[config.mk]
export PLATFORM = sky130hd
export DESIGN_NAME = posting_occurrence_threshold_merge_top_flat
export DESIGN_NICKNAME = d
export VERILOG_FILES = /design/src/potm_pkg.sv /design/src/potm_posting_if.sv /design/src/potm_result_if.sv /design/src/potm_cfg_if.sv /design/src/posting_occurrence_threshold_merge_top.sv /design/src/potm_mem.sv /design/src/potm_ctrl.sv /design/src/flat_wrapper.sv
export SDC_FILE = /design/constraint.sdc
export NUM_CORES = 1
export LEC_CHECK = 0
export BUFFER_PORTS_ARGS = -buffer_cell sky130_fd_sc_hd__buf_4
export CORE_ASPECT_RATIO = 0.5
export CORE_MARGIN = 5
export CORE_UTILIZATION = 50
export DETAILED_ROUTE_END_ITERATION = 10
export GPL_TIMING_DRIVEN = 0
export HOLD_SLACK_MARGIN = 0.05
export PLACE_DENSITY = 0.65
export SETUP_SLACK_MARGIN = 0.02
export SLEW_MARGIN = 20
export SYNTH_ARGS = -nofsm -noshare
export SYNTH_HDL_FRONTEND = slang
export SYNTH_SLANG_ARGS = --single-unit
[constraint.sdc]
create_clock -name clk -period 5.6 [get_ports clk]
set_input_delay 0.28 -clock clk [delete_from_list [all_inputs] [get_ports clk]]
set_output_delay 0.28 -clock clk [all_outputs]
set_load 0.02 [all_outputs]
[src/potm_pkg.sv]
// ----------------------------------------------------------------------------
// potm_pkg: shared constants for the occurrence-threshold merge
// Field widths, register indexes and parameter defaults.
// ----------------------------------------------------------------------------
package potm_pkg;

  localparam int ID_W        = 6;   // item id / candidate id
  localparam int ID_SPAN     = 64;  // ids the id field can name
  localparam int LIM_W       = 7;   // items_in_use
  localparam int MINC_W      = 8;   // min_count
  localparam int CFG_IDX_W   = 1;
  localparam int CFG_DATA_W  = 8;

  localparam int MAX_ITEMS_DEF   = 64;
  localparam int COUNT_WIDTH_DEF = 8;

  localparam logic [CFG_IDX_W-1:0] REG_MIN_COUNT    = 1'b0;
  localparam logic [CFG_IDX_W-1:0] REG_ITEMS_IN_USE = 1'b1;

  localparam logic [MINC_W-1:0] MIN_COUNT_RST    = 8'd2;
  localparam logic [LIM_W-1:0]  ITEMS_IN_USE_RST = 7'd64;

endpackage

[src/potm_posting_if.sv]
// ----------------------------------------------------------------------------
// potm_posting_if: posting id request channel
// One item id per request, with the end-of-query mark.
// ----------------------------------------------------------------------------
interface potm_posting_if import potm_pkg::*; ();
  logic            valid;
  logic            ready;
  logic [ID_W-1:0] item_id;
  logic            last_of_query;

  modport source (output valid, output item_id, output last_of_query, input ready);
  modport sink   (input valid, input item_id, input last_of_query, output ready);
endinterface

[src/potm_result_if.sv]
// ----------------------------------------------------------------------------
// potm_result_if: candidate result channel
// One candidate id per request, last_result on the final one of a query.
// ----------------------------------------------------------------------------
interface potm_result_if import potm_pkg::*; ();
  logic            valid;
  logic            ready;
  logic [ID_W-1:0] cand_id;
  logic            cand_valid;
  logic            last_result;

  modport source (output valid, output cand_id, output cand_valid, output last_result,
                  input ready);
  modport sink   (input valid, input cand_id, input cand_valid, input last_result,
                  output ready);
endinterface

[src/potm_cfg_if.sv]
// ----------------------------------------------------------------------------
// potm_cfg_if: configuration write channel
// Register index and write data per request.
// ----------------------------------------------------------------------------
interface potm_cfg_if import potm_pkg::*; ();
  logic                  valid;
  logic                  ready;
  logic [CFG_IDX_W-1:0]  index;
  logic [CFG_DATA_W-1:0] data;

  modport source (output valid, output index, output data, input ready);
  modport sink   (input valid, input index, input data, output ready);
endinterface

[src/posting_occurrence_threshold_merge_top.sv]
// ----------------------------------------------------------------------------
// posting_occurrence_threshold_merge_top: occurrence-threshold posting merge
// Counts posting ids of one query and emits the ids that occur often enough.
// ----------------------------------------------------------------------------
// Usage:
//   posting: one item id per request; last_of_query closes the query.
//     Ids at or above items_in_use (or the store depth) are dropped.
//   result:  after the closing request, every id whose count reaches
//     min_count, ascending, last_result on the final one. An empty answer is
//     one request with cand_valid 0 and last_result 1.
//   cfg:     register writes (min_count, items_in_use), always ready; write
//     only while no query is in flight.
// Flow: ids are taken one per cycle while a query is counted
//   (read-modify-write of the counter memory, registered read, forwarding on
//   repeated ids). The closing request starts a scan of the counter memory
//   that reads each entry, then checks and clears it; DEPTH = min(MAX_ITEMS, 64).
//   No ids are taken during the scan.
// Reset: registers take their defaults and the counter memory is cleared in
//   a pass over every entry; posting.ready stays low until it completes.
// Stall: a result waits in the output register; the scan halts while a
//   second candidate is found and the register is still full.
// ----------------------------------------------------------------------------
module posting_occurrence_threshold_merge_top import potm_pkg::*; #(
  parameter int MAX_ITEMS   = MAX_ITEMS_DEF,
  parameter int COUNT_WIDTH = COUNT_WIDTH_DEF
) (
  input  logic          clk,
  input  logic          rst,
  potm_posting_if.sink  posting,
  potm_result_if.source result,
  potm_cfg_if.sink      cfg
);

  localparam int DEPTH = (MAX_ITEMS < ID_SPAN) ? MAX_ITEMS : ID_SPAN;
  localparam int AW    = (DEPTH > 1) ? $clog2(DEPTH) : 1;

  logic [MINC_W-1:0]      min_count;
  logic [LIM_W-1:0]       items_in_use;
  logic                   rd_en, wr_en;
  logic [AW-1:0]          rd_addr, wr_addr;
  logic [COUNT_WIDTH-1:0] rd_data, wr_data;

  assign cfg.ready = 1'b1;

  always_ff @(posedge clk) begin
    if (rst) begin
      min_count    <= MIN_COUNT_RST;
      items_in_use <= ITEMS_IN_USE_RST;
    end else if (cfg.valid) begin
      case (cfg.index)
        REG_MIN_COUNT:    min_count    <= cfg.data[MINC_W-1:0];
        REG_ITEMS_IN_USE: items_in_use <= cfg.data[LIM_W-1:0];
        default: ;
      endcase
    end
  end

  potm_ctrl #(
    .MAX_ITEMS   (MAX_ITEMS),
    .COUNT_WIDTH (COUNT_WIDTH),
    .DEPTH       (DEPTH),
    .AW          (AW)
  ) u_ctrl (
    .clk          (clk),
    .rst          (rst),
    .min_count    (min_count),
    .items_in_use (items_in_use),
    .posting      (posting),
    .result       (result),
    .rd_en        (rd_en),
    .rd_addr      (rd_addr),
    .rd_data      (rd_data),
    .wr_en        (wr_en),
    .wr_addr      (wr_addr),
    .wr_data      (wr_data)
  );

  potm_mem #(
    .DEPTH (DEPTH),
    .AW    (AW),
    .CW    (COUNT_WIDTH)
  ) u_mem (
    .clk     (clk),
    .rd_en   (rd_en),
    .rd_addr (rd_addr),
    .rd_data (rd_data),
    .wr_en   (wr_en),
    .wr_addr (wr_addr),
    .wr_data (wr_data)
  );

endmodule

[src/potm_mem.sv]
// ----------------------------------------------------------------------------
// potm_mem: occurrence counter store
// One write port, one read port, registered read data (read before write).
// ----------------------------------------------------------------------------
module potm_mem #(
  parameter int DEPTH = 64,
  parameter int AW    = 6,
  parameter int CW    = 8
) (
  input  logic          clk,
  input  logic          rd_en,
  input  logic [AW-1:0] rd_addr,
  output logic [CW-1:0] rd_data,
  input  logic          wr_en,
  input  logic [AW-1:0] wr_addr,
  input  logic [CW-1:0] wr_data
);

  logic [CW-1:0] mem [DEPTH];

  always_ff @(posedge clk) begin
    if (rd_en) begin
      rd_data <= mem[rd_addr];
    end
    if (wr_en) begin
      mem[wr_addr] <= wr_data;
    end
  end

endmodule

[src/potm_ctrl.sv]
// ----------------------------------------------------------------------------
// potm_ctrl: count update pipeline and threshold scan
// Read-modify-write of the counters with forwarding, then a clearing scan.
// ----------------------------------------------------------------------------
module potm_ctrl import potm_pkg::*; #(
  parameter int MAX_ITEMS   = MAX_ITEMS_DEF,
  parameter int COUNT_WIDTH = COUNT_WIDTH_DEF,
  parameter int DEPTH       = (MAX_ITEMS < ID_SPAN) ? MAX_ITEMS : ID_SPAN,
  parameter int AW          = (DEPTH > 1) ? $clog2(DEPTH) : 1
) (
  input  logic                   clk,
  input  logic                   rst,
  input  logic [MINC_W-1:0]      min_count,
  input  logic [LIM_W-1:0]       items_in_use,
  potm_posting_if.sink           posting,
  potm_result_if.source          result,
  output logic                   rd_en,
  output logic [AW-1:0]          rd_addr,
  input  logic [COUNT_WIDTH-1:0] rd_data,
  output logic                   wr_en,
  output logic [AW-1:0]          wr_addr,
  output logic [COUNT_WIDTH-1:0] wr_data
);

  localparam int CMP_W = (COUNT_WIDTH > MINC_W) ? COUNT_WIDTH : MINC_W;
  localparam logic [AW-1:0]    LAST_ADDR = AW'(DEPTH - 1);
  localparam logic [LIM_W-1:0] DEPTH_LIM = LIM_W'(DEPTH);

  typedef enum logic [2:0] {S_CLR, S_ACC, S_RD, S_CHK, S_FIN} state_t;

  state_t                 state;
  logic [AW-1:0]          scan_addr;
  logic                   p_valid, p_ok, p_last;
  logic [AW-1:0]          p_addr;
  logic                   fwd_valid;
  logic [AW-1:0]          fwd_addr;
  logic [COUNT_WIDTH-1:0] fwd_data;
  logic                   pend_valid;
  logic [ID_W-1:0]        pend_id;
  logic                   o_valid, o_cv, o_last;
  logic [ID_W-1:0]        o_id;

  logic                   accept, id_ok, acc_wr, out_free, hit, chk_go, o_load;
  logic [LIM_W-1:0]       lim;
  logic [COUNT_WIDTH-1:0] cur, inc;

  assign lim = (items_in_use > DEPTH_LIM) ? DEPTH_LIM : items_in_use;

  assign posting.ready = (state == S_ACC) && !(p_valid && p_last);
  assign accept        = posting.valid && posting.ready;
  assign id_ok         = LIM_W'(posting.item_id) < lim;

  assign rd_en   = accept || (state == S_RD);
  assign rd_addr = (state == S_RD) ? scan_addr : posting.item_id[AW-1:0];

  // back-to-back hit on the same counter: take the value just written
  assign cur = (fwd_valid && fwd_addr == p_addr) ? fwd_data : rd_data;
  assign inc = (&cur) ? cur : cur + COUNT_WIDTH'(1);

  assign acc_wr   = (state == S_ACC) && p_valid && p_ok;
  assign out_free = !o_valid || result.ready;
  assign hit      = (CMP_W'(rd_data) >= CMP_W'(min_count)) && (LIM_W'(scan_addr) < lim);
  // a second hit must push the held one out first
  assign chk_go   = (state == S_CHK) && (!(hit && pend_valid) || out_free);
  assign o_load   = (chk_go && hit && pend_valid) || ((state == S_FIN) && out_free);

  assign wr_en   = acc_wr || (state == S_CLR) || chk_go;
  assign wr_addr = acc_wr ? p_addr : scan_addr;
  assign wr_data = acc_wr ? inc : '0;

  assign result.valid       = o_valid;
  assign result.cand_id     = o_id;
  assign result.cand_valid  = o_cv;
  assign result.last_result = o_last;

  always_ff @(posedge clk) begin
    if (rst) begin
      state      <= S_CLR;
      scan_addr  <= '0;
      p_valid    <= 1'b0;
      fwd_valid  <= 1'b0;
      pend_valid <= 1'b0;
      o_valid    <= 1'b0;
    end else begin
      if (o_load) begin
        o_valid <= 1'b1;
      end else if (result.ready) begin
        o_valid <= 1'b0;
      end

      fwd_valid <= acc_wr;
      fwd_addr  <= p_addr;
      fwd_data  <= inc;

      p_valid <= accept;
      if (accept) begin
        p_ok   <= id_ok;
        p_last <= posting.last_of_query;
        p_addr <= posting.item_id[AW-1:0];
      end

      case (state)
        S_CLR: begin
          if (scan_addr == LAST_ADDR) begin
            scan_addr <= '0;
            state     <= S_ACC;
          end else begin
            scan_addr <= scan_addr + AW'(1);
          end
        end
        S_ACC: begin
          if (p_valid && p_last) begin
            state <= S_RD;
          end
        end
        S_RD: begin
          state <= S_CHK;
        end
        S_CHK: begin
          if (chk_go) begin
            if (hit) begin
              if (pend_valid) begin
                o_id   <= pend_id;
                o_cv   <= 1'b1;
                o_last <= 1'b0;
              end
              pend_valid <= 1'b1;
              pend_id    <= ID_W'(scan_addr);
            end
            if (scan_addr == LAST_ADDR) begin
              scan_addr <= '0;
              state     <= S_FIN;
            end else begin
              scan_addr <= scan_addr + AW'(1);
              state     <= S_RD;
            end
          end
        end
        S_FIN: begin
          if (out_free) begin
            o_id       <= pend_valid ? pend_id : '0;
            o_cv       <= pend_valid;
            o_last     <= 1'b1;
            pend_valid <= 1'b0;
            state      <= S_ACC;
          end
        end
        default: begin
          state <= S_CLR;
        end
      endcase
    end
  end

endmodule
[src/flat_wrapper.sv]
// flat-port wrapper written by rule: the top's interface ports become plain ports
module posting_occurrence_threshold_merge_top_flat import potm_pkg::*;
#(
  parameter int MAX_ITEMS   = MAX_ITEMS_DEF,
  parameter int COUNT_WIDTH = COUNT_WIDTH_DEF
)
  (clk, rst, posting_valid, posting_item_id, posting_last_of_query, posting_ready, result_valid, result_cand_id, result_cand_valid, result_last_result, result_ready, cfg_valid, cfg_index, cfg_data, cfg_ready);
  potm_posting_if posting_i ();
  potm_result_if result_i ();
  potm_cfg_if cfg_i ();
  input  logic clk;
  input  logic rst;
  input wire logic [$bits(posting_i.valid)-1:0] posting_valid;
  input wire logic [$bits(posting_i.item_id)-1:0] posting_item_id;
  input wire logic [$bits(posting_i.last_of_query)-1:0] posting_last_of_query;
  output wire logic [$bits(posting_i.ready)-1:0] posting_ready;
  output wire logic [$bits(result_i.valid)-1:0] result_valid;
  output wire logic [$bits(result_i.cand_id)-1:0] result_cand_id;
  output wire logic [$bits(result_i.cand_valid)-1:0] result_cand_valid;
  output wire logic [$bits(result_i.last_result)-1:0] result_last_result;
  input wire logic [$bits(result_i.ready)-1:0] result_ready;
  input wire logic [$bits(cfg_i.valid)-1:0] cfg_valid;
  input wire logic [$bits(cfg_i.index)-1:0] cfg_index;
  input wire logic [$bits(cfg_i.data)-1:0] cfg_data;
  output wire logic [$bits(cfg_i.ready)-1:0] cfg_ready;
  assign posting_i.valid = posting_valid;
  assign posting_i.item_id = posting_item_id;
  assign posting_i.last_of_query = posting_last_of_query;
  assign posting_ready = posting_i.ready;
  assign result_valid = result_i.valid;
  assign result_cand_id = result_i.cand_id;
  assign result_cand_valid = result_i.cand_valid;
  assign result_last_result = result_i.last_result;
  assign result_i.ready = result_ready;
  assign cfg_i.valid = cfg_valid;
  assign cfg_i.index = cfg_index;
  assign cfg_i.data = cfg_data;
  assign cfg_ready = cfg_i.ready;
  posting_occurrence_threshold_merge_top #(.MAX_ITEMS(MAX_ITEMS), .COUNT_WIDTH(COUNT_WIDTH)) u_core (.clk(clk), .rst(rst), .posting(posting_i), .result(result_i), .cfg(cfg_i));
endmodule
Word level (Yosys, flattened, before mapping)
Memory sizes are Yosys's and may differ from the RTL's. A register that Yosys moved wholly into a read port is not among the register bits.
Cells that the tools add are included.
{ "totals": {"reg_bits": 64, "latch_bits": 0, "ram_bits": 512, "romBits": 0, "in_bits": 21, "output_inout_bits": 11, "word_cells": 111, "memories": 1} }
{ "mem_list": {"columns": ["memory", "depth", "word_bits", "rd", "rd_clocked_by_memory_dff", "write_ports", "line_no", "source"], "rows": [
  ["u_core.u_mem.mem", 64, 8, 1, 1, 1, "potm_mem.sv:19", "logic [CW-1:0] mem [DEPTH];"]
]} }
{ "op_classes": {"addsub": 2, "n_mul": 0, "div_mod_pow": 0, "magnitude_cmp": 4, "n_eq_ne": 12, "shift": 0, "muxes": 39, "bitwise_logic": 2, "n_reduce_logical": 34} }
{ "ops": {"columns": ["operator", "count"], "rows": [
  ["2-to-1 mux 6 bit", 9],
  ["2-to-1 mux 8 bit", 3],
  ["one-hot mux 6 bit (2 select lines)", 2],
  ["2-to-1 mux 1 bit", 15],
  ["2-to-1 mux 3 bit", 5],
  ["one-hot mux 3 bit (5 select lines)", 1],
  ["< comparator 6 x 7 -> 1 bit", 2],
  ["logical AND 1 bit", 12],
  ["AND reduction 4 bit", 3],
  ["inequality test 2 bit (second input constant)", 5],
  ["adder 8 x 1 -> 8 bit (second input constant)", 1],
  ["greater-or-equal comparator 8 bit", 1],
  ["AND reduction 2 bit", 4],
  ["AND reduction 8 bit", 1],
  ["greater-than comparator 7 bit (second input constant)", 1],
  ["2-to-1 mux 7 bit", 1],
  ["adder 6 x 1 -> 6 bit (second input constant)", 1],
  ["== test 3 x 2 -> 1 bit (second input constant)", 2],
  ["== test 6 bit", 1],
  ["== test 6 bit (second input constant)", 1],
  ["logical OR 1 bit", 6],
  ["one-hot mux 1 bit (2 select lines)", 3],
  ["AND reduction 6 bit", 1],
  ["nonzero test 2 bit", 3],
  ["6 further kinds", 9]
]} }

Depth between registers and ports, before layout
Gate-level depths: netlist (run 1).
{ "depth": {"ltp_word": 12, "ltp_mapped": 14, "depth_no_buf": 12} }

By module
From an unflattened synthesis (run 1), not the netlist that was laid out.
{ "unflattened": {"cells_unflattened": 1279, "hier_area_um2": 23810.3} }
{ "modules_own_cells": {"columns": ["mod", "n_inst", "cells_per_inst", "area_per_inst_um2", "seq_area_each_um2"], "rows": [
  ["potm_mem", 1, 940, 20246.9, 15615.0],
  ["potm_ctrl", 1, 276, 2920.3, 1341.3],
  ["posting_occurrence_threshold_merge_top", 1, 63, 643.1, 300.3]
]} }

Worst setup path after synthesis (run 1)
No wires, ideal clock.
{ "synth_timing": {"kind": "reg2reg", "startpoint": "register u_core.u_ctrl.p_addr[3]", "endpoint": "memory u_core.u_mem.mem[0][4], data pin", "arrival_time_ns": 4.051, "required_time_ns": 5.052, "setup_slack_ns": 1.002, "path_stages_with_launch": 10, "path_buffers": 1, "path_cell_list": "edfxtp_1 -> xor2_1 -> or3_4 -> nor2_8 -> mux2_2 -> ha_1 -> o21ai_0 -> a2111o_1 -> buf_2 -> a21oi_1"} }
{ "synth_via": {"elab_chain_len": 6, "elab_cells_between_ends": 7} }
{ "synth_rtl": {"columns": ["item", "line_no", "source"], "rows": [
  ["start: declaration", "potm_ctrl.sv:34", "logic [AW-1:0] p_addr;"],
  ["start signal: assignment", "potm_ctrl.sv:99", "p_addr <= posting.item_id[AW-1:0];"],
  ["== test 6 bit (*)", "potm_ctrl.sv:57", "assign cur = (fwd_valid && fwd_addr == p_addr) ? fwd_data : rd_data;"],
  ["logical AND 1 bit (*)", "potm_ctrl.sv:57", null],
  ["2-to-1 mux 8 bit (*)", "potm_ctrl.sv:57", null],
  ["adder 8 x 1 -> 8 bit / AND reduction 8 bit (equally long branches)", "potm_ctrl.sv:58", "assign inc = (&cur) ? cur : cur + COUNT_WIDTH'(1);"],
  ["2-to-1 mux 8 bit (*)", "potm_ctrl.sv:58", null],
  ["2-to-1 mux 8 bit (*)", "potm_ctrl.sv:69", "assign wr_data = acc_wr ? inc : '0;"],
  ["net u_core.u_ctrl.wr_data[4]", "potm_ctrl.sv:22", "output logic [COUNT_WIDTH-1:0] wr_data"],
  ["end: declaration", "potm_mem.sv:19", null]
]} }
The timed path passes the listed nets; every way through them passes the cells marked *.

Final worst setup path (run 1)
{ "layout_timing": {"startpoint": "register u_core.u_ctrl.state[1]", "endpoint": "register u_core.u_mem.rd_data[0], read port of u_core.u_mem.mem, data pin"} }
{ "layout_via": {"elab_chain_len": 4, "elab_cells_between_ends": 6} }
{ "layout_rtl": {"columns": ["item", "line_no", "source"], "rows": [
  ["start: declaration", "potm_ctrl.sv:31", "state_t state;"],
  ["start signal: assignment", "potm_ctrl.sv:78", "state <= S_CLR;"],
  ["start signal: assignment", "potm_ctrl.sv:106", "state <= S_ACC;"],
  ["start signal: assignment", "potm_ctrl.sv:113", "state <= S_RD;"],
  ["== test 3 x 1 -> 1 bit", "potm_ctrl.sv:49", "assign posting.ready = (state == S_ACC) && !(p_valid && p_last);"],
  ["logical AND 1 bit", "potm_ctrl.sv:49", null],
  ["logical AND 1 bit", "potm_ctrl.sv:50", "assign accept = posting.valid && posting.ready;"],
  ["logical OR 1 bit", "potm_ctrl.sv:53", "assign rd_en = accept || (state == S_RD);"],
  ["end: declaration", "potm_mem.sv:13", "output logic [CW-1:0] rd_data,"]
]} }
Several ways; a longest one is shown, not always the timed one.
A chain may end at the register's enable or synchronous reset.

==> results of run 1 <==
final cells by class:
type / count / area [µm²]
sequential: 584 / 17300
clock inverter: 27 / 243
multi-input combinational: 964 / 6760
fill: 3817 / 20900
inverter: 17 / 63.8
buffer: 90 / 418
clock buffer: 70 / 1430
tap: 649 / 812
timing repair buffer: 53 / 583
report_power, final:
part,internal (mW),switching (mW)
clock,1.98,1.56
sequential,4.80,0.0328
combinational,0.265,0.562
layout by cell type (no fill, tap or decap), types with 6 or more instances in the layout:
cell | netlist | layout
a21oi_1 | 127 | 125
clkinv_1 | 0 | 9
buf_1 | 6 | 6
edfxtp_1 | 556 | 556
clkbuf_16 | 0 | 53
buf_2 | 31 | 31
or3_1 | 12 | 12
buf_4 | 11 | 39
o21ai_0 | 18 | 18
a211oi_1 | 50 | 50
ha_1 | 20 | 20
inv_1 | 17 | 17
nand2b_1 | 16 | 16
clkinv_2 | 0 | 8
o32a_1 | 8 | 8
nand3_1 | 18 | 18
nor2_1 | 171 | 171
mux2_2 | 88 | 88
nand2_1 | 63 | 63
nor2b_1 | 41 | 41
o22ai_1 | 56 | 56
nor3_1 | 18 | 18
and2_4 | 0 | 6
dlygate4sd3_1 | 0 | 16
mux2i_1 | 172 | 172
xnor2_1 | 6 | 6
dfxtp_1 | 28 | 28
and3_1 | 10 | 10
clkbuf_1 | 42 | 55
flip-flops by register name, summed over array words and instances (netlist names):
register,count
u_core.u_ctrl.result.last_result,1
u_core.items_in_use,7
u_core.min_count,8
u_core.u_ctrl.p_valid,1
u_core.u_ctrl.result.cand_id,6
u_core.u_ctrl.pend_valid,1
u_core.u_ctrl.scan_addr,6
u_core.u_ctrl.p_ok,1
u_core.u_ctrl.fwd_data,8
u_core.u_ctrl.result.valid,1
u_core.u_ctrl.fwd_valid,1
u_core.u_mem.rd_data,8
u_core.u_mem.mem,512
u_core.u_ctrl.p_last,1
u_core.u_ctrl.fwd_addr,6
u_core.u_ctrl.p_addr,6
u_core.u_ctrl.state,3
u_core.u_ctrl.pend_id,6
u_core.u_ctrl.result.cand_valid,1
metal layers:
layer	up-vias	wire, µm	track usage (%)
li1	6544	-	-
met1	7259	27300	33.5
met2	602	26800	33.5
met3	104	5900	5.88
met4	0	1300	4.81
met5	-	0	0
logic make-up (layout without fill, tap and decap cells):
group                      count (synthesis)  in the layout  share of synthesized area, %
xor gates and xnor gates                  11             11                         0.394
AOI/OAI and AO/OA                        292            292                          7.48
DFF                                      584            584                          70.6
other                                      1              1                        0.0153
and+or+nand+nor                          379            379                          7.33
buffers and inverters                    107            257                          1.97
adders and majority gates                 20             20                          1.02
muxes                                    261            261                          11.2
through the flow:
step                      hold WS (ps)  setup TNS (ps)  std cells  total power [mW]  cell area [µm²]
after CTS                         60.3               0       2454              9.22            27600
after floorplan                    379               0       1655              5.42            24400
final                             74.6               0       2454              9.20            27600
after detailed placement           440               0       2341              5.72            25700
after global placement             430         -241820       2332              5.71            25500
after global routing              92.2               0       2454              9.50            27600
worst min-delay path by stage:
stage | from | endpoint | slack, ps | cells after the start
2_1_floorplan | posting_item_id[0] | u_core.u_ctrl.p_addr[0] | 380 | 0
3_3_place_gp | u_core.u_ctrl.p_addr[5] | u_core.u_ctrl.fwd_addr[5] | 430 | 0
3_5_place_dp | u_core.u_ctrl.p_addr[5] | u_core.u_ctrl.fwd_addr[5] | 440 | 0
4_1_cts | rst | u_core.u_ctrl.result.valid | 60 | 3
5_1_grt | result_ready | u_core.u_ctrl.state[2] | 90 | 4
6_report | rst | u_core.u_ctrl.result.valid | 70 | 3
critical path: cells and delay by family (launching register included):
kind | cells | cell delay (ps)
buf+inv | 5 | 1460
compound gates | 3 | 1070
mux | 2 | 580
simple gates | 2 | 550
flops | 1 | 300
what timing repair did:
item	CTS	global route
setup endpoints to repair	0	0
hold buffers	16	0
hold endpoints to repair	23	0
==> flow_metrics.py, run 1 <==
metrics = {
    "global_routing": {
        "grt_overflow_total": 0,
        "track_usage_pct": 22.4,
        "grt_pass1_wl_um": 90000,
        "grt_pass1_vias": 13900,
        "antenna_found_initial": 0,
        "grt_max_degree": 65,
    },
    "logic_synthesis": {
        "avgSynthCellArea_um2": 14.8,
        "synth_edf_count": 556,
        "ys_top_cells_by_count": "556 x edfxtp_1, 172 x mux2i_1, 171 x nor2_1",
        "yosys.area.top_type_share_pct": 68.3,
        "ys_seq_area_share_pct": 70.6,
        "synth_top_area_cell": "edfxtp_1",
        "ys.flop_type": "edfxtp_1",
        "synthTopCellsByArea": "edfxtp_1 68%, mux2i_1 7.0%, mux2_2 4.1%, nor2_1 2.6%, a21oi_1 2.6%",
        "synth_nets": 1696,
        "synthCells": 1655,
        "synth_seq_cells": 584,
        "yosysWarnings": 0,
        "synth_most_common_cell": "edfxtp_1",
        "synth_cell_types": 61,
        "synthesis.area_mm2": 0.0244,
        "synthArstFlopShare_pct": 0,
    },
    "place": {
        "dp_hpwl_um": 40800,
        "place_congestion": 0.926,
        "portBuffers": 28,
        "post-place-ws_ps": 1690,
    },
    "sta": {
        "min_period_ps": 4140,
        "final.period_utilization_pct": 73.9,
        "fmax_mhz": 241,
        "hold_viol_final": 0,
        "grt_setup_unrepaired": "false",
        "clock_skew_ps": 17.3,
        "drv_slew": 0,
        "maxSlewHeadroom_pct": 37.0,
        "fin_ws_ps": 1460,
        "setup_violations": 0,
        "worstMarginPinSlew_ps": 941,
    },
    "status": {
        "status": "completed",
    },
    "cts": {
        "cts_resized": 0,
        "clock_sinks": 584,
        "cts-buffers-inserted": 52,
        "cts_tree": "done",
        "htree_levels": 2,
        "clockBufferDepth": 3,
        "clkTransAtPathRegs_ps": 70,
        "clock_latency_ps": 580,
        "cts-root-buf": "clkbuf_16",
        "cts_setup_buffers": 0,
    },
    "job": {
        "maxCapViolations": 0,
    },
    "route": {
        "drt-vias-per-instance": 5.91,
        "num_vias": 14500,
        "drt-wirelength-per-cell_um": 25.0,
        "drc": 0,
        "wl_um": 61300,
        "postRouteAntennaNets": 0,
        "drt_first_pass_iters": 6,
        "drt_iter0_markers": 1525,
    },
    "die": {
        "die_w_um": 323,
        "dieHeight_um": 166,
        "die_area_mm2": 0.0537,
        "coreArea_mm2": 0.0484,
        "io-pin-count": 32,
        "rows": 57,
        "floorplan.initialDensity_pct": 50.5,
    },
    "final_layout": {
        "diodes": 0,
        "nets": 1803,
        "fin_util_pct": 56.9,
        "area_delta_synth_final_pct": 12.8,
        "drive_gt1_share_pct": 14.9,
    },
    "setup_path": {
        "cp_slowest_cell": "o21ai_0",
        "cp_max_fo": 10,
        "critPathArrivalTime_ps": 4560,
        "rr_endpoint": "u_core.u_mem.rd_data[0]",
        "worstPathRequired_ps": 6020,
        "criticalPathCategory": "reg2reg",
        "r2r-start": "u_core.u_ctrl.state[1]",
        "start_kind": "flop",
        "cp-end-kind": "flop",
        "r2r_slack_ps": 1460,
        "cpPeakStageDelay_ps": 730,
        "crit_end": "u_core.u_mem.rd_data[0]",
        "crit_top_cell": "buf_2",
        "worstPathCellList": "buf_2 > nor3b_1 > buf_4 > mux2i_4 > buf_2 > buf_4 > buf_2 > mux2i_1 > a21oi_1 > o22ai_1 > o21ai_0 > and3_1",
        "worstSetupStartpoint": "u_core.u_ctrl.state[1]",
        "rr_worst_depth": 12,
    },
    "pwr": {
        "powerDensity_mw_per_mm2": 334,
        "p_leak_nw": 9.11,
        "peakVddDrop_mv": 0.275,
    },
    "min_path": {
        "hold_path_class": "in2reg",
    },
}
Note: power is estimated with default switching activity, not from simulation.
==> inputs of run 2 (changes only) <==
--- a/config.mk
+++ b/config.mk
@@ -5,6 +5,7 @@
 export SDC_FILE = /design/constraint.sdc
 export NUM_CORES = 1
 export LEC_CHECK = 0
+export ABC_AREA = 1
 export BUFFER_PORTS_ARGS = -buffer_cell sky130_fd_sc_hd__buf_4
 export CORE_ASPECT_RATIO = 0.5
 export CORE_MARGIN = 5
@@ -12,7 +13,7 @@
 export DETAILED_ROUTE_END_ITERATION = 10
 export GPL_TIMING_DRIVEN = 0
 export HOLD_SLACK_MARGIN = 0.05
-export PLACE_DENSITY = 0.65
+export PLACE_DENSITY = 0.67
 export SETUP_SLACK_MARGIN = 0.02
 export SLEW_MARGIN = 20
 export SYNTH_ARGS = -nofsm -noshare
==> constraint.sdc (replaced) <==
create_clock -name clk -period 3.7 [get_ports clk]
set_input_delay 0.185 -clock clk [delete_from_list [all_inputs] [get_ports clk]]
set_output_delay 0.185 -clock clk [all_outputs]
set_load 0.02 [all_outputs]
==> run 2 against run 1 <==
Against the previous run: highest routed layer is now met5; largest cell class unchanged; flip-flop and latch count is the same; final area rose by 14%; register-to-register slack got worse by 1400 ps.
==> flow_metrics.py, run 2 <==
metrics = {
    "cts": {
        "clkTransAtPathRegs_ps": 70,
        "cts-root-buf": "clkbuf_16",
        "clock_latency_ps": 600,
        "clock_sinks": 584,
        "htree_levels": 2,
        "cts-buffers-inserted": 52,
        "clockBufferDepth": 3,
        "cts_tree": "done",
    },
    "route": {
        "drt_iter0_markers": 2304,
        "wl_um": 79300,
        "drt_first_pass_iters": 7,
        "postRouteAntennaNets": 0,
        "drt-vias-per-instance": 5.48,
        "num_vias": 19700,
        "drc": 0,
        "drt-wirelength-per-cell_um": 22.1,
    },
    "global_routing": {
        "grt_overflow_total": 0,
        "track_usage_pct": 27.0,
        "grt_pass1_wl_um": 115000,
        "antenna_found_initial": 1,
        "grt_pass1_vias": 18600,
        "grt_max_degree": 59,
    },
    "setup_path": {
        "criticalPathCategory": "reg2reg",
        "rr_endpoint": "u_core.u_mem.mem[57][4]",
        "start_kind": "flop",
        "crit_end": "u_core.u_mem.mem[57][4]",
        "cp_max_fo": 7,
        "cp-end-kind": "flop",
        "r2r_slack_ps": 80,
        "rr_worst_depth": 19,
        "r2r-start": "u_core.items_in_use[0]",
        "worstPathRequired_ps": 4000,
        "worstSetupStartpoint": "u_core.items_in_use[0]",
        "critPathArrivalTime_ps": 3920,
    },
    "pwr": {
        "powerDensity_mw_per_mm2": 526,
        "p_leak_nw": 13.1,
        "peakVddDrop_mv": 0.391,
    },
    "sta": {
        "grt_setup_unrepaired": "true",
        "hold_viol_final": 0,
        "min_period_ps": 3620,
        "fmax_mhz": 276,
        "maxSlewHeadroom_pct": 24.1,
        "setup_violations": 0,
        "drv_slew": 0,
        "final.period_utilization_pct": 97.8,
        "fin_ws_ps": 81.6,
        "whs_ps": 83.0,
        "worstMarginPinSlew_ps": 1140,
        "clock_skew_ps": 18.5,
    },
    "place": {
        "dp.cells": 3421,
        "dp_hpwl_um": 54400,
        "post-place-ws_ps": -832,
        "portBuffers": 30,
        "place_congestion": 0.960,
        "dpl_cell_area_mm2": 0.0279,
    },
    "logic_synthesis": {
        "synthCells": 2673,
        "synthesis.area_mm2": 0.0263,
        "yosys.area.top_type_share_pct": 63.4,
        "synth_edf_count": 556,
        "ys_top_cells_by_count": "793 x nand2_1, 556 x edfxtp_1, 450 x inv_1",
        "synth_seq_cells": 584,
        "yosysWarnings": 0,
        "synth_cell_types": 38,
        "ys.flop_type": "edfxtp_1",
        "synth_nets": 2714,
        "synth_top_area_cell": "edfxtp_1",
        "avgSynthCellArea_um2": 9.85,
        "ys_seq_area_share_pct": 65.5,
        "synthArstFlopShare_pct": 0,
        "synthTopCellsByArea": "edfxtp_1 63%, nand2_1 11%, nand3_1 8.5%, inv_1 6.4%, dfxtp_1 2.1%",
        "synth_most_common_cell": "nand2_1",
    },
    "die": {
        "rows": 59,
        "floorplan.initialDensity_pct": 50.6,
        "die_area_mm2": 0.0576,
        "io-pin-count": 32,
        "coreArea_mm2": 0.0520,
        "die_w_um": 335,
        "dieHeight_um": 172,
    },
    "final_layout": {
        "drive_gt1_share_pct": 13.9,
        "top_register": "u_core.u_mem.mem",
        "final_cell_mix": "783 x nand2_1, 556 x edfxtp_1, 449 x inv_1, 448 x nand3_1, 88 x buf_2",
        "largest_reg_flops": 512,
        "fin_util_pct": 60.4,
        "fill_cells": 4178,
        "area_delta_synth_final_pct": 19.4,
        "nets": 2892,
        "layout_commonest_cell": "nand2_1",
        "final_area_mm2": 0.0314,
        "fin_cells": 3594,
    },
    "job": {
        "maxCapViolations": 0,
    },
    "status": {
        "status": "completed",
    },
    "min_path": {
        "hold_path_class": "in2reg",
    },
}
run 2: power breakdown:
group | switching [mW] | total (mW) | internal [mW]
clock | 2.45 | 5.50 | 3.05
sequential | 0.109 | 7.55 | 7.44
combinational | 2.47 | 3.48 | 1.01
total | 5.02 | 16.5 | 11.5
run 2: how the worst min path moves through the flow:
| stage | from | end | slack [ps] | depth (start not counted) |
|---|---|---|---|---|
| 6_report | cfg_index | u_core.min_count[2] | 80 | 5 |
| 5_1_grt | cfg_index | u_core.min_count[2] | 130 | 5 |
| 4_1_cts | cfg_index | u_core.min_count[2] | 50 | 5 |
| 3_5_place_dp | posting_last_of_query | u_core.u_ctrl.p_last | 370 | 1 |
| 3_3_place_gp | posting_last_of_query | u_core.u_ctrl.p_last | 370 | 1 |
| 2_1_floorplan | rst | u_core.u_ctrl.scan_addr[5] | 250 | 1 |
run 2: cell families after synthesis:
logic type | after synthesis | share of synthesized area, %
AND/OR/NAND/NOR | 1419 | 23.0
flip-flops | 584 | 65.5
buffers and inverters | 574 | 8.79
adder cells (fa/ha/maj) | 20 | 0.950
AO/OA/AOI/OAI | 70 | 1.53
XOR/XNOR | 5 | 0.166
other | 1 | 0.0142
run 2: layout make-up:
class / count / area [µm²] / share of cell area, %
timing repair buffer: 124 / 1840 / 5.86
multi-input combinational: 1515 / 7460 / 23.7
clock buffer: 67 / 1380 / 4.39
clock inverter: 27 / 293 / 0.931
buffer: 113 / 593 / 1.89
antenna: 2 / 5.00 / 0.0159
sequential: 584 / 17300 / 54.9
inverter: 461 / 1740 / 5.53
tap: 701 / 877 / 2.79
run 2: per-stage QoR:
step,power (mW),TNS [ps]
2_1_floorplan,9.41,0
3_3_place_gp,10.4,-1219790
3_5_place_dp,10.5,-245570
4_1_cts,16.1,-14790
5_1_grt,17.1,-1610
6_report,16.5,0
run 2: repair_timing:
item,in CTS,in global routing
gates resized for setup,117,46
setup buffers,30,23
endpoints found under the setup margin,512,520
endpoints found under the hold margin,31,0
gates cloned,0,1
pin swaps,22,28
hold buffers,23,0
run 2: layer usage:
layer  vias to the layer above  GRT usage, %  part of all wire, %
met5                         -             0                0.010
met4                         2          8.88                  3.4
met3                       174          6.72                   11
met2                      1061          44.3                   46
met1                      9431          35.8                   39
li1                       9045             -                    -
run 2: critical path, cell delays in order, from the launching register on:
cell and delay (ps):
dfxtp_1 350, or4_1 580, o31ai_4 320, buf_4 170, nand2_1 80, ha_1 310, nand2_1 50, inv_1 50
nand2_1 40, nand2_1 50, nand2_1 60, nand2_1 70, nand2_1 90, nand3_1 140, nand2_4 80, nand3_4 170
buf_12 180, nand3_4 190, nor2_4 190, buf_12 140
